[config.mk]
export PLATFORM = sky130hd
export DESIGN_NAME = nnl_div
export DESIGN_NICKNAME = d
export VERILOG_FILES = /design/src/design/nnl_pkg.sv /design/src/design/nnl_div.sv
export SDC_FILE = /design/constraint.sdc
export NUM_CORES = 1
export LEC_CHECK = 0
export BUFFER_PORTS_ARGS = -buffer_cell sky130_fd_sc_hd__buf_2
export CORE_ASPECT_RATIO = 0.6
export CORE_MARGIN = 2
export CORE_UTILIZATION = 64
export CTS_CLUSTER_SIZE = 12
export DETAILED_ROUTE_END_ITERATION = 8
export PLACE_DENSITY = 0.94
export SLEW_MARGIN = 15
export SYNTH_ARGS = -nofsm -noshare
export SYNTH_HDL_FRONTEND = slang
export SYNTH_SLANG_ARGS = --single-unit
export TNS_END_PERCENT = 1
[constraint.sdc]
create_clock -name clk -period 11.6 [get_ports clk]
set_input_delay 1.16 -clock clk [delete_from_list [all_inputs] [get_ports clk]]
set_output_delay 1.16 -clock clk [all_outputs]
set_load 0.005 [all_outputs]
[src/design/nnl_pkg.sv]
`default_nettype none
package nnl_pkg;

  // Field widths fixed by the item formats
  localparam int FREQ_W    = 24;
  localparam int SLOT_W    = 7;
  localparam int NOTE_W    = 7;
  localparam int CLASS_W   = 4;
  localparam int OCT_W     = 4;
  localparam int POS_W     = 12;
  localparam int TLEN_W    = 8;
  localparam int CFG_IDX_W = 1;
  localparam int CFG_DAT_W = 12;

  // Configuration register indexes
  localparam logic [CFG_IDX_W-1:0] CFG_TABLE_LENGTH = 1'b0;
  localparam logic [CFG_IDX_W-1:0] CFG_SCR_WIDTH    = 1'b1;

  localparam logic [TLEN_W-1:0] TABLE_LENGTH_RST = 8'd108;
  localparam logic [POS_W-1:0]  SCR_WIDTH_RST    = 12'd128;

  // Request kinds carried on the input tuser bit
  localparam logic ACT_LOAD  = 1'b0;
  localparam logic ACT_QUERY = 1'b1;

  // Position arithmetic widths
  localparam int NUM_W  = FREQ_W + 2;          // 2q - c - l, signed
  localparam int DEN_W  = FREQ_W + 1;          // h - l, signed
  localparam int PROD_W = NUM_W + POS_W + 1;   // num * width, signed
  localparam int DVD_W  = PROD_W;              // 2|p| + |den|
  localparam int DVS_W  = FREQ_W + 1;          // 2|den|
  localparam int QUO_W  = POS_W + 1;           // enough to exceed any width

  // Note class / octave split by multiply with reciprocal of twelve
  localparam int NOTES_PER_OCTAVE = 12;
  localparam int RECIP_12         = 2731;
  localparam int RECIP_W          = 12;
  localparam int RECIP_SHIFT      = 15;
  localparam int OCTAVE_BASE      = 1;

  typedef struct packed {
    logic             start;
    logic [DVD_W-1:0] dividend;
    logic [DVS_W-1:0] divisor;
  } div_req_t;

  typedef struct packed {
    logic             done;
    logic             overflow;
    logic [QUO_W-1:0] quotient;
  } div_rsp_t;

endpackage
`default_nettype wire

[src/design/nnl_div.sv]
`default_nettype none
module nnl_div (
  input  wire logic              clk,
  input  wire logic              rst_n,
  input  wire nnl_pkg::div_req_t req,
  output nnl_pkg::div_rsp_t      rsp
);

  localparam int CNT_W = $clog2(nnl_pkg::QUO_W + 1);

  logic [nnl_pkg::DVD_W-1:0] rem_r, rem_nxt;
  logic [nnl_pkg::DVD_W-1:0] ds_r, ds_nxt;
  logic [nnl_pkg::QUO_W-1:0] quo_r, quo_nxt;
  logic [CNT_W-1:0]          cnt_r, cnt_nxt;
  logic                      busy_r, busy_nxt;
  logic                      done_r, done_nxt;
  logic                      ovf_r, ovf_nxt;
  logic [nnl_pkg::DVD_W-1:0] dvs_top;
  logic                      ge;

  // Divisor aligned to the top quotient bit and to one past it
  assign dvs_top = nnl_pkg::DVD_W'(req.divisor) << nnl_pkg::QUO_W;
  assign ge      = rem_r >= ds_r;

  always_comb begin
    rem_nxt  = rem_r;
    ds_nxt   = ds_r;
    quo_nxt  = quo_r;
    cnt_nxt  = cnt_r;
    busy_nxt = busy_r;
    done_nxt = 1'b0;
    ovf_nxt  = ovf_r;
    if (req.start) begin
      rem_nxt  = req.dividend;
      ds_nxt   = nnl_pkg::DVD_W'(req.divisor) << (nnl_pkg::QUO_W - 1);
      quo_nxt  = '0;
      cnt_nxt  = CNT_W'(nnl_pkg::QUO_W);
      busy_nxt = 1'b1;
      ovf_nxt  = req.dividend >= dvs_top;
    end else if (busy_r) begin
      // one quotient bit per cycle, restoring
      if (ge) begin
        rem_nxt = rem_r - ds_r;
      end
      quo_nxt = {quo_r[nnl_pkg::QUO_W-2:0], ge};
      ds_nxt  = ds_r >> 1;
      cnt_nxt = cnt_r - CNT_W'(1);
      if (cnt_r == CNT_W'(1)) begin
        busy_nxt = 1'b0;
        done_nxt = 1'b1;
      end
    end
  end

  always_ff @(posedge clk) begin
    if (!rst_n) begin
      busy_r <= 1'b0;
      done_r <= 1'b0;
      cnt_r  <= '0;
    end else begin
      busy_r <= busy_nxt;
      done_r <= done_nxt;
      cnt_r  <= cnt_nxt;
    end
    rem_r <= rem_nxt;
    ds_r  <= ds_nxt;
    quo_r <= quo_nxt;
    ovf_r <= ovf_nxt;
  end

  assign rsp.done     = done_r;
  assign rsp.overflow = ovf_r;
  assign rsp.quotient = quo_r;

endmodule
`default_nettype wire
Word level (Yosys, flattened, before mapping)
Cells that the tools add are included.
W data, S select, Z words.
{"block": "word_totals", "reg_bits": 96, "in_bits": 67, "output_inout_bits": 15, "wordCells": 32}
{"block": "classes", "add_sub_neg": 2, "n_lt_le_gt_ge": 2, "n_eq_ne": 1, "n_mux": 11, "n_bitwise": 2, "n_reduce_logical": 5}
{"cell": "$mux W39", "count": 3}
{"cell": "$mux W37", "count": 2}
{"cell": "$ge A39 B37 Y1", "count": 1}
{"cell": "$ge A39 B38 Y1", "count": 1}
{"cell": "$sub A39 B37 Y39", "count": 1}
{"cell": "$mux W4", "count": 2}
{"cell": "$eq A4 B1 Y1 const B", "count": 1}
{"cell": "$mux W1", "count": 4}
{"cell": "$reduce_bool A2 Y1", "count": 2}
{"cell": "$sub A4 B1 Y4 const B", "count": 1}
{"cell": "$reduce_or A3 Y1", "count": 1}
{"cell": "$not A1 Y1", "count": 2}
{"cell": "$reduce_and A2 Y1", "count": 1}
{"cell": "$reduce_or A2 Y1", "count": 1}

Logic depth before layout (Yosys ltp)
{"block": "logic_depth", "ltp_word": 4, "ltp_mapped": 12, "depth_no_buf": 12}

Least setup slack after synthesis
Ideal clock, no wire load.
{"block": "synth_timing", "path_kind": "register -> register", "start": "register rem_r[1] (netlist bit)", "end": "register rem_r[0] (netlist bit), enable pin", "setup_ns": 0.489, "arrival_time_ns": 4.891, "path_slack_ns": 6.220, "stages_incl_launch_ff": 10, "n_path_buf": 0, "period_less_slack_ns": 5.380, "cell_sequence": "edfxtp_1 ha_1 nor2b_1 o2111ai_1 a21oi_2 a31o_4 a41oi_1 o31ai_1 a31oi_1 o21ai_0"}
{"block": "synth_between", "elab_chain_cells": 3}
{"item": "start: declaration", "line": "nnl_div.sv:11", "source": "logic [nnl_pkg::DVD_W-1:0] rem_r, rem_nxt;"}
{"item": "start signal: assignment", "line": "nnl_div.sv:65", "source": "rem_r <= rem_nxt;"}
{"item": "$ge A39 B37 Y1", "line": "nnl_div.sv:23", "source": "assign ge = rem_r >= ds_r;"}
{"item": "$reduce_bool A2 Y1 (no line)"}
{"item": "$reduce_and A2 Y1 (no line)"}
No other way between the ends.
A chain may end at the register's enable or synchronous reset.

Worst setup path after layout
{"block": "layout_timing", "start": "register rem_r[1] (netlist bit)", "end": "register rem_r[15] (netlist bit), enable pin"}
Same word-level chain as after synthesis.

==> impl_metrics.env <==
export IMPL_clockBufferDepth=2
export IMPL_cp_start_kind="flip-flop"
export IMPL_grt_max_degree=83
export IMPL_min_period_ns=3.80
export IMPL_yosysSeqAreaShare=0.373
export IMPL_status="finished clean"
export IMPL_final_cell_mix="98 x nand2_1, 80 x buf_2, 77 x inv_1"
export IMPL_root_buffer="clkbuf_16"
export IMPL_cts_clk_slew_worst_paths_ns=0.07
export IMPL_dp_hpwl_um=12500
export IMPL_layout_commonest_cell="nand2_1"
export IMPL_numCtsBuffers=9
export IMPL_cts_hold_buffers=0
export IMPL_clk_latency_ns=0.35
export IMPL_synth_ff_type="edfxtp_1"
export IMPL_initial_core_util=0.656
export IMPL_drt_first_pass_iters=5
export IMPL_dieHeight_um=84.5
export IMPL_fin_nets=972
export IMPL_final_hold_viol_count=0
export IMPL_crit_arrival_ns=3.82
export IMPL_synth_top_area_share=0.283
export IMPL_fill_cells=784
export IMPL_period_share=0.328
export IMPL_overflow=0
export IMPL_dieWidth_um=138
export IMPL_cp_required_ns=11.62
export IMPL_synth_edf_count=65
export IMPL_grt_setup_unrepaired="false"
export IMPL_synth_seq_cells=96
export IMPL_crit_path_max_fanout=25
export IMPL_syn_area_per_cell_um2=8.77
export IMPL_skew_ns=0.00822
export IMPL_fin_hold_ws_ns=0.507
export IMPL_grt_pass1_wl_um=28100
export IMPL_p_per_area_nw_per_um2=180
export IMPL_relSlewSlack=0.469
export IMPL_io_pins=82
export IMPL_htreeDepth=3
export IMPL_antenna_left=0
export IMPL_grt_pass1_vias=5679
export IMPL_cp_end_kind="flip-flop"
export IMPL_post_cts_buffers=0
export IMPL_setup_tns_ns=0
export IMPL_power_leakage_nw=3.36
export IMPL_diodes=0
export IMPL_antenna_found_initial=0
export IMPL_cts_resized=0
export IMPL_synth_area_top_cells="edfxtp_1 28%, ha_1 12%, dfxtp_1 9.0%"
export IMPL_fp_coreArea_um2=10500
export IMPL_netlist_area_um2=6910
export IMPL_synth_yosys_warnings=0
export IMPL_synth_cell_types=59
export IMPL_track_usage=0.298
export IMPL_max_freq_ghz=0.263
export IMPL_post_drt_via_cell_ratio=6.14
export IMPL_cts_tree="done"
export IMPL_place_congestion=0.891
export IMPL_synth_cells=787
export IMPL_die_area_um2=11700
export IMPL_synthArstFlopShare=0
export IMPL_synth_nets=919
export IMPL_setup_viol=0
export IMPL_worst_slew_pin_slew_ns=0.795
export IMPL_drive_gt1_frac=0.135
export IMPL_wl_per_cell_um=17.3
export IMPL_cts_sinks=96
export IMPL_synth_top_area_cell="edfxtp_1"
export IMPL_worstSetupPathType="reg2reg"
export IMPL_area_growth_pct=10.8
export IMPL_rows=29
export IMPL_drc=0
export IMPL_drv_cap=0
export IMPL_wl_um=17000
export IMPL_finalMaxSlewViolations=0
export IMPL_vias=6037
export IMPL_hold_class="reg2reg"
export IMPL_drtIter0Drc=604
export IMPL_numPortBuffers=81
export IMPL_ir_worst_vdd_uv=102
-- cell type report --
| cell class | instances | area (um^2) | share of cell area |
|---|---|---|---|
| Multi-Input combinational cell | 571 | 3890 | 0.508 |
| Tap cell | 139 | 174 | 0.0227 |
| Timing Repair Buffer | 84 | 430 | 0.0562 |
| Sequential cell | 96 | 2570 | 0.336 |
| Clock inverter | 7 | 71.3 | 0.00932 |
| Inverter | 78 | 293 | 0.0383 |
| Clock buffer | 9 | 225 | 0.0294 |
-- layer usage --
layer / wire length (um) / global-route usage
met5: 0 / 0
met4: 255 / 0.0686
met3: 1760 / 0.0656
met2: 6820 / 0.432
met1: 8150 / 0.456
-- synthesized netlist by cell type (all sizes together) (6+ instances only) --
master	n
a21o	29
nand3	13
xnor2	22
edfxtp	65
a211oi	8
buf	10
nand4	15
a31oi	7
xor2	9
o21ai	53
mux2i	29
nand2	99
nor3	8
inv	78
nor2	54
nor2b	10
o31ai	31
dfxtp	31
and3	6
ha	64
clkbuf	32
o21bai	10
a21oi	45
-- power breakdown --
group | internal [mW] | total [mW] | switching, mW
Sequential | 0.435 | 0.455 | 0.0202
Combinational | 0.241 | 0.629 | 0.389
Clock | 0.152 | 0.295 | 0.143
-- worst paths after layout --
| check | startpoint | end | slack (ns) | cells after the start |
|---|---|---|---|---|
| hold / removal | quo_r[12] | quo_r[12] | 0.51 | 2 |
| setup / recovery | rem_r[1] | rem_r[15] | 7.80 | 10 |
| setup reg to reg | rem_r[1] | rem_r[15] | 7.80 | 10 |
| hold reg to reg | quo_r[12] | quo_r[12] | 0.51 | 2 |
-- logic make-up (layout without fill, tap and decap cells) --
| kind of cell | Yosys count | after routing | share of synthesized area |
|---|---|---|---|
| buffers and inverters | 120 | 178 | 0.0667 |
| DFF | 96 | 96 | 0.373 |
| adders and majority gates | 65 | 65 | 0.119 |
| muxes | 30 | 30 | 0.0437 |
| AOI/OAI and AO/OA | 216 | 216 | 0.206 |
| and+or+nand+nor | 229 | 229 | 0.153 |
| xor gates and xnor gates | 31 | 31 | 0.0393 |
-- sequential cells by signal (all words and copies together) (netlist names) --
register	flops
rem_r	39
ds_r	37
quo_r	13
cnt_r	4
busy_r	1
done_r	1
ovf_r	1
-- critical path, cell delays in order (launching register included) --
cell and delay [ns]:
edfxtp_1 0.43, ha_1 0.33, nor2b_1 0.19, o2111ai_1 0.17
a21oi_2 0.28, a31o_4 0.23, a41oi_1 0.26, o31ai_1 0.44
a31oi_1 0.22, o21ai_4 0.46, buf_4 0.43
-- through the flow --
step           cells  power [mW]  area, um^2  setup WS [ns]  utilization
2_1_floorplan    787       0.917        6910           6.22            -
3_3_place_gp     968        1.04        7350           8.06        0.699
3_5_place_dp     968        1.06        7350           7.84        0.699
4_1_cts          984        1.36        7650           7.77        0.727
5_1_grt          984        1.46        7650           7.50        0.727
6_report         984        1.38        7650           7.80        0.727
Note: power is estimated with default switching activity, not from simulation.
